$ cat src/psior_pkg.sv
// ----------------------------------------------------------------------------
// psior_pkg
// Shared types and constants of the per-source in-order release unit.
// ----------------------------------------------------------------------------
package psior_pkg;

  localparam int unsigned SOURCE_W = 4;
  localparam int unsigned SEQ_W    = 32;
  localparam int unsigned HANDLE_W = 16;
  localparam int unsigned TAG_W    = 16;

  localparam int unsigned DEF_SOURCES = 16;
  localparam int unsigned DEF_WINDOW  = 32;

  typedef struct packed {
    logic [SOURCE_W-1:0] source;
    logic [SEQ_W-1:0]    min_unfinished;
    logic [SEQ_W-1:0]    seq_no;
    logic [HANDLE_W-1:0] handle;
    logic [TAG_W-1:0]    req_tag;
  } req_t;

  typedef struct packed {
    logic [SOURCE_W-1:0] out_source;
    logic [SEQ_W-1:0]    out_seq_no;
    logic [HANDLE_W-1:0] out_handle;
    logic [TAG_W-1:0]    out_req_tag;
    logic                last;
  } rel_t;

  typedef enum logic [2:0] {
    ST_IDLE,
    ST_RAISE,
    ST_STORE,
    ST_WALK,
    ST_LOAD,
    ST_WB
  } state_t;

endpackage

$ cat src/psior_state_mem.sv
// ----------------------------------------------------------------------------
// psior_state_mem
// Per-source state row memory: expected sequence, window pointer, slot mask.
// Rows never written read back as zero.
// ----------------------------------------------------------------------------
module psior_state_mem #(
  parameter int unsigned DEPTH = psior_pkg::DEF_SOURCES,
  parameter int unsigned ROW_W = psior_pkg::SEQ_W + $clog2(psior_pkg::DEF_WINDOW)
                                 + psior_pkg::DEF_WINDOW,
  parameter int unsigned IDX_W = (DEPTH > 1) ? $clog2(DEPTH) : 1
) (
  input  logic             clk,
  input  logic             rst,
  input  logic             rd_en,
  input  logic [IDX_W-1:0] rd_idx,
  output logic [ROW_W-1:0] rd_data,
  input  logic             wr_en,
  input  logic [IDX_W-1:0] wr_idx,
  input  logic [ROW_W-1:0] wr_data
);

  logic [ROW_W-1:0] mem [DEPTH];
  logic [DEPTH-1:0] row_valid;
  logic [ROW_W-1:0] rd_q;
  logic             rd_hit;

  always_ff @(posedge clk) begin
    if (wr_en) begin
      mem[wr_idx] <= wr_data;
    end
    if (rd_en) begin
      rd_q <= mem[rd_idx];
    end
  end

  always_ff @(posedge clk) begin
    if (rst) begin
      row_valid <= '0;
      rd_hit    <= 1'b0;
    end else begin
      if (wr_en) begin
        row_valid[wr_idx] <= 1'b1;
      end
      if (rd_en) begin
        rd_hit <= row_valid[rd_idx];
      end
    end
  end

  assign rd_data = rd_hit ? rd_q : '0;

endmodule

$ cat config.mk
export PLATFORM = sky130hd
export DESIGN_NAME = psior_state_mem
export DESIGN_NICKNAME = d
export VERILOG_FILES = /design/src/psior_pkg.sv /design/src/psior_state_mem.sv
export SDC_FILE = /design/constraint.sdc
export NUM_CORES = 1
export LEC_CHECK = 0
export ABC_AREA = 1
export BUFFER_PORTS_ARGS = -buffer_cell sky130_fd_sc_hd__buf_2
export CORE_MARGIN = 8
export CORE_UTILIZATION = 40
export DETAILED_ROUTE_END_ITERATION = 8
export PLACE_DENSITY = 0.59
export SKIP_LAST_GASP = 1
export SLEW_MARGIN = 20
export SYNTH_ARGS = -nofsm -noshare
export SYNTH_HDL_FRONTEND = slang
export SYNTH_SLANG_ARGS = --single-unit
$ cat constraint.sdc
create_clock -name clk -period 6.24 [get_ports clk]
set_clock_uncertainty 0.05 [all_clocks]
set_input_delay 0.936 -clock clk [delete_from_list [all_inputs] [get_ports clk]]
set_output_delay 0.936 -clock clk [all_outputs]
set_load 0.02 [all_outputs]
[After elaboration in Yosys (flattened, before gate mapping)]
Memory sizes are Yosys's and may differ from the RTL's. A register that Yosys moved wholly into a read port is not among the register bits.
Index checks and enable logic that the tools add are counted.
Storage, ports and cells
  memory bits (writable): 1104
  memory bits (read-only): 0
  register bits after elaboration: 17
  memories: 1
  bits in latches: 0
Operators by class
  divide/modulo/power cells: 0
  bitwise logic cells: 1
  multipliers: 0
  equal/unequal tests: 0
  shift-type cells: 0
  add/sub/neg operators: 0
  multiplexer cells: 7
  order comparisons: 3
  reduce and logical (&&, ||, !) cells: 1
Memories
  mem: words 16, width 69, read ports 1, clocked after memory_dff 1, wr ports 1, line psior_state_mem.sv:22  | logic [ROW_W-1:0] mem [DEPTH];
Operators by type and width (number)
  $mux W69: 1
  $or A16 B16 Y16: 1
  $lt A4 B5 Y1 const B: 2
  $bmux W1 S4: 1
  $demux W1 S4: 1
  $ge A4 B1 Y1 const B: 1
  $mux W1: 4
  $logic_and A1 B1 Y1: 1

[Logic depth before layout (Yosys ltp)]
Gate-level depths: netlist of the first run.
  word-level depth: 5
  mapped depth: 11
  depth with buffers taken out: 9

[Least setup slack after synthesis of the first run]
OpenSTA, ideal clock, no wires.
  path kind: in2reg
  start: input wr_en
  end: memory mem[12][0] (netlist bit) (enable)
  stages on the path: 4
  arrival: 4.145 ns
  setup slack: 1.547 ns
  required time: 5.692 ns
  buffers on the path: 0
  library setup time: 0.498 ns
  cells stage by stage: inv_1 nor3_1 inv_1 nor2_1
On the way
  cells in the longest elaborated chain, start to end: 2
RTL lines
  start: declaration: line psior_state_mem.sv:17  | input logic wr_en,
  $mux W1: line psior_state_mem.sv:28  | if (wr_en) begin
  $mux W1 (not written as such): line psior_state_mem.sv:29  | mem[wr_idx] <= wr_data;
  end: declaration: line psior_state_mem.sv:22
Every way passes these cells.

[Final worst setup path of the first run]
  start: register rd_hit
  end: output rd_data[33]
On the way
  cells in the longest elaborated chain, start to end: 1
RTL lines
  start: declaration: line psior_state_mem.sv:25  | logic rd_hit;
  start signal: assignment: line psior_state_mem.sv:45  | rd_hit <= row_valid[rd_idx];
  $mux W69: line psior_state_mem.sv:50  | assign rd_data = rd_hit ? rd_q : '0;
  end: declaration: line psior_state_mem.sv:16  | output logic [ROW_W-1:0] rd_data,
Every way passes these cells.

==> metrics.txt, run 1 <==
Final period util=58.8%; Syn Nets=~3600; Cell Chain, Critical Path=buf_4 > nand2_1 > inv_1 > buf_2; # IOs=150; final core occ=between 40 and 50%; final worst slack=2570 ps; sequential share of the synthesized area=76.5%; WL/cell=between 20 and 25 um; Post-Place Cells=4981; Post-CTS Hold Buffers=0; CTS resizes=0; die span in y=357 um; Post-synth EDFFs=1173; status=finished, final reports clean; crit path launch=rd_hit; first-pass GRT wire length=179000 um; Crit. End Element=output port; CP top delay family=buffers and inverters; initial DRC count=approximately 2500; clock share of power=41.4%; Pre-antenna DRT Iters=7; Final ANT Viol Nets=0; grt ovf=0; main flop type after synthesis=edfxtp_1; max-cap violation count=0; CP peak stage delay=approximately 770 ps; nets=3656; Net Sw Frac=between 20% and 30%; Core Footprint=between 100000 and 150000 sq um; Hold Violations, Final=0; CP Class=register to output port; CTS Root Cell=clkbuf_16; FF-to-FF Start=mem[13][56]; WP data required=roughly 5300 ps; Worst-Skew Late Latency=around 700 ps; ys async rst share=0%; initial antenna violation count=27; Worst EP arrival=2680 ps; fraction of layout cells with a size suffix above 1=approximately 10%; Unique masters post-synth=20; total negative slack=0 ps; Ys Warns=0; Vias/cell=5.41; Least-Margin Pin Slew=around 1100 ps; combinational share of power=5.4%; pre-CTS setup slack=roughly 2400 ps; Compound-Gate Fraction of Synth Area=between 10% and 20%; vias in the first global route=27400; LEAKAGE=between 15 and 20 nW; max frequency=approximately 270 MHz; maximum VDD drop=0.000223 V; Finished Layout Cells=about 5200; Synth Area in XOR/XNOR=0%; GP Congestion=between 0.6 and 0.7; min-delay src=row_valid[1]; Max Slew Vio Count=0; CP Max Fanout=36; slowest CP cell=dfxtp_4; Synth Cell Area=46500 sq um; Synth Area per Inst=about 13 sq um; Reg power frac=53.2%; adder-cell share of the synthesized area=0%; Pint=between 10 and 15 mW; filler instances=approximately 10000; simple-gate share of the synthesized area=9.80%; clock slew at reported path FFs=60 ps; Die ar.=between 100000 and 150000 sq um; Clock Sinks=between 1000 and 1500; synthesis-to-layout area growth=13.2%; Post-Synthesis Cells=approximately 3500; area of the multi-input gates=9570 sq um; Reg area=35600 sq um; count of final setup violators=0; Die X=357 um; largest family of logic cells by synthesized area=compound AO/OA/AOI/OAI gates; WP buf/inv=3; # port buffers=149; hold crit path type=register to register; mux contribution to synthesized area=0%; via count=roughly 28000; largest net degree at the start of global routing=207; drt drc=0; Starting Density=between 40% and 50%; fin crit period=about 3700 ps; Core Rows=around 130; RSZ-0062 raised after global routing=no; P_sw=between 3 and 4 mW; Total GRT Usage=18.6%; synthesized flop and latch total=1190; WL final=122000 um; Slew Limit Headroom=about a quarter; Pwr Density=between 300 and 400 nW/um^2; dpl hpwl=56200 um; Worst setup SP type=register; setup bufs post-CTS=0; CTS tree=done; CTS H-tree depth=3; TritonCTS buffer count=~120; Max clock buf depth=3
[tightest hold or removal path: stages, from the launching register on]
cell and delay, ps:
dfxtp_1 320, nor2_1 50, nor2_1 60
[synth_stat cells, drive strengths merged (2+ instances only)]
cell | number | share of area (%)
edfxtp | 1173 | 76
nor2 | 845 | 6.8
o21ai | 552 | 5.9
o211ai | 245 | 4.0
nand2 | 161 | 1.3
nand3 | 153 | 1.6
clkbuf | 132 | 1.1
buf | 109 | 1.4
inv | 81 | 0.65
o221ai | 31 | 0.58
dfxtp | 17 | 0.73
nor3 | 2 | 0.022
o21ba | 2 | 0.043
[layout make-up]
class	instances	share of cell area, %
Sequential cell	1190	67.6
Multi-Input combinational cell	1991	18.2
Clock buffer	150	5.94
Tap cell	1524	3.63
Timing Repair Buffer	194	2.58
Clock inverter	69	1.34
Inverter	82	0.623
Antenna cell	9	0.0428
[layer usage]
layer  share of wire, %  up-vias  track usage (%)
met2                 49      826             31.5
met4                2.1       16             5.17
met5              0.086        -                0
li1                   -    13000                -
met3                6.1      202             3.08
met1                 43    14200             24.9
[power by group through the flow]
stage          clock network, mW  logic (mW)  registers (mW)
2_1_floorplan                  0       0.554            9.20
3_3_place_gp                   0       0.915            9.22
6_report                    7.04       0.918            9.05
3_5_place_dp                   0       0.929            9.22
4_1_cts                     7.16       0.932            9.05
5_1_grt                     7.44        1.02            9.06
[per-stage QoR]
stage	total power [mW]	instance area (sq um)	hold WS, ps
after floorplan	9.75	46500	390
after global placement	10.1	48700	399
after detailed placement	10.1	48700	408
after CTS	17.1	52600	422
after global routing	17.5	52600	442
final	17.0	52600	419
[cells by family after synthesis]
logic type | Yosys count
and+or+nand+nor | 1161
buffers and inverters | 323
AOI/OAI and AO/OA | 830
DFF | 1190
[flip-flops by register name, summed over array words and instances (netlist names)]
register and flops:
rd_q 69, row_valid 16, mem 1104, rd_hit 1
[placed cells by master (no fill, tap or decap), types with 2 or more instances in the layout]
master / instances
buf_12: 16
buf_16: 2
buf_2: 144
buf_4: 29
buf_8: 2
bufinv_16: 12
clkbuf_1: 29
clkbuf_16: 120
clkinv_1: 25
clkinv_2: 23
clkinv_4: 2
clkinv_8: 2
dfxtp_1: 16
diode_2: 9
edfxtp_1: 1173
inv_1: 78
inv_16: 2
inv_6: 3
nand2_1: 161
nand3_1: 153
nor2_1: 829
nor2_4: 16
nor3_1: 2
o211ai_1: 245
o21ai_0: 538
o21ai_1: 14
o21ba_2: 2
o221ai_1: 31
[final timing paths]
path | to | slack (ps) | cells after the start
setup / recovery | rd_data[33] | 2570 | 4
hold / removal | row_valid[1] | 420 | 2
setup reg to reg | rd_q[56] | 4900 | 6
hold reg to reg | row_valid[1] | 420 | 2
Note: power is estimated with default switching activity, not from simulation.
==> run 2: changes to the inputs <==
==> constraint.sdc (replaced) <==
create_clock -name clk -period 3.7 [get_ports clk]
set_clock_uncertainty 0.05 [all_clocks]
set_input_delay 0.555 -clock clk [delete_from_list [all_inputs] [get_ports clk]]
set_output_delay 0.555 -clock clk [all_outputs]
set_load 0.02 [all_outputs]
==> run 2 against run 1 <==
Compared with the run above:
- flip-flop and latch count is the same
- critical path depth is the same
- global-route usage shrank 0.68 points
- combinational power grew 70%
- clock-buffer cell count shrank 4
- critical endpoint is now rd_data[47]
==> metrics.txt, run 2 (synthesized netlist as in run 1, its figures left out) <==
status=finished, final reports clean; Placed Area=49100 sq um (+0.78%); FF-to-FF Start=rd_hit; die span in y=357 um (unchanged); vias in the first global route=27500 (+0.17%); P_sw=6.16 mW (+64%); max frequency=~330 MHz; CTS H-tree depth=3 (unchanged); CP Class=register to output port; Worst EP arrival=2380 ps (-300 ps); CTS resizes=0 (unchanged); Post-CTS Hold Buffers=0 (unchanged); Reg area=35600 sq um (unchanged); clock share of power=39.5% (-1.9 points); count of final setup violators=0 (unchanged); initial antenna violation count=21 (-22%); largest net degree at the start of global routing=198 (-4.3%); Crit. End Element=output port; Reg power frac=54.9% (+1.7 points); first-pass GRT wire length=175000 um (-2.4%); crit path to=rd_data[47]; Pint=21.7 mW (+64%); Starting Density=40.1% (unchanged); # port buffers=149 (unchanged); CP Max Fanout=58 (+61%); RR Endpoint=rd_hit; initial DRC count=2712 (+7.8%); nets=3682 (+0.71%); CTS Root Cell=clkbuf_16; setup bufs post-CTS=0 (unchanged); WL/cell=22.4 um (-4.0%); via count=28100 (-0.26%); final instance area=52600 sq um (+0.12%); Pre-antenna DRT Iters=8 (+1); Worst-Skew Late Latency=690 ps (-30 ps); slowest CP cell=dfxtp_4; Core Rows=125 (unchanged); Post-Place Cells=5007 (+0.52%); crit path launch=rd_hit; grt ovf=0 (unchanged); TritonCTS buffer count=116 (unchanged); Slew Limit Headroom=31.0% (+6.8 points); Die ar.=127000 sq um (unchanged); synthesis-to-layout area growth=13.3%; Final period util=between 80% and 90%; Net Sw Frac=22.1% (+0.077 points); RSZ-0062 raised after global routing=no; Max clock buf depth=3 (unchanged); drt drc=0 (unchanged); fin crit period=between 2000 and 3000 ps; GP Congestion=0.716 (+2.5%); WP data required=3090 ps (-2160 ps); hold crit path type=input pin to register; WL final=117000 um (-3.6%); Clock Sinks=1190 (unchanged); worst reg2reg path depth=5 (-1); Max Slew Vio Count=0 (unchanged); Worst setup SP type=register; # IOs=150 (unchanged); Least-Margin Pin Slew=1030 ps (-99.4 ps); Cell Chain, Critical Path=buf_4 > nand2_1 > inv_1 > buf_2; most common cell after layout, fill and taps aside=edfxtp_1; CP peak stage delay=980 ps (+210 ps); area of the multi-input gates=9570 sq um (unchanged); Overall Power=27.8 mW (+64%); Vias/cell=5.37 (-0.66%); Die X=357 um (unchanged); most flop-heavy register=mem; R2R setup slack=1910 ps (-2990 ps); Core Footprint=116000 sq um (unchanged); max FFs per register=1104 (unchanged); CTS tree=done; most frequent cells in the layout=edfxtp_1 (1173), nor2_1 (829), o21ai_0 (538); Finished Layout Cells=5230 (+0.40%); maximum VDD drop=0.000411 V (+84%); max-cap violation count=0 (unchanged); LEAKAGE=17.5 nW (+0.19%); Total GRT Usage=17.9% (-0.68 points); Hold Violations, Final=0 (unchanged); combinational share of power=5.6% (+0.2 points); Regs by FF count=mem x1104, rd_q x69, row_valid x16; Final ANT Viol Nets=0 (unchanged); fraction of layout cells with a size suffix above 1=10.7% (+0.26 points); clock slew at reported path FFs=60 ps (about the same); dpl hpwl=57400 um (+2.0%); Pwr Density=529 nW/um^2 (+64%); filler instances=10300 (-0.36%)
[run 2: cell count changes in the layout (fill, tap and decap cells not counted), moves of 3 or more]
cell / change
buf_12: +18
buf_4: +10
clkbuf_1: -3
clkinv_1: +14
bufinv_16: -9
[run 2: how the worst min path moves through the flow]
stage | start | to | slack [ps] | cells past startpoint
finish | wr_data[33] | mem[5][33] | 180 | 1
global route | wr_data[33] | mem[4][33] | 160 | 1
CTS | wr_data[33] | mem[5][33] | 140 | 1
detailed placement | row_valid[5] | row_valid[5] | 410 | 2
global placement | row_valid[11] | row_valid[11] | 400 | 2
floorplan | row_valid[11] | row_valid[11] | 390 | 2
[run 2: power by group through the flow]
stage | logic [mW] | clock network, mW | registers (mW)
after floorplan | 0.935 | 0 | 15.5
after global placement | 1.56 | 0 | 15.6
after detailed placement | 1.58 | 0 | 15.6
after CTS | 1.59 | 11.2 | 15.3
after global routing | 1.74 | 11.7 | 15.3
final | 1.56 | 11.0 | 15.3
[run 2: layout make-up]
type | instances | share of cell area [%]
multi-input combinational | 1991 | 18.2
inverter | 82 | 0.623
sequential | 1190 | 67.6
tap | 1524 | 3.62
timing repair buffer | 220 | 3.30
antenna | 7 | 0.0333
clock buffer | 146 | 5.89
clock inverter | 70 | 0.794
[run 2: critical path, delay by kind of cell (launching register included)]
kind / cells / cell delay (ps)
AND/OR/NAND/NOR: 1 / 90
flip-flops: 1 / 980
buffers and inverters: 3 / 600
[run 2: stage by stage]
step                hold WS, ps  util (%)  setup TNS (ps)  worst slack, ps
CTS                         138      45.5               0              603
detailed placement          406      42.4               0             1170
floorplan                   390         -         -497440             -612
finish                      177      45.5               0              711
global placement            399      42.4               0             1200
global route                156      45.5               0              539
[run 2: per-layer routing]
metal  up-vias  track usage, %  share of wire (%)
met5         -               0              0.038
met4         8            4.92                2.1
met3       155            2.54                5.0
met2       746            30.6                 49
met1     14200            24.0                 44
li1      13000               -                  -
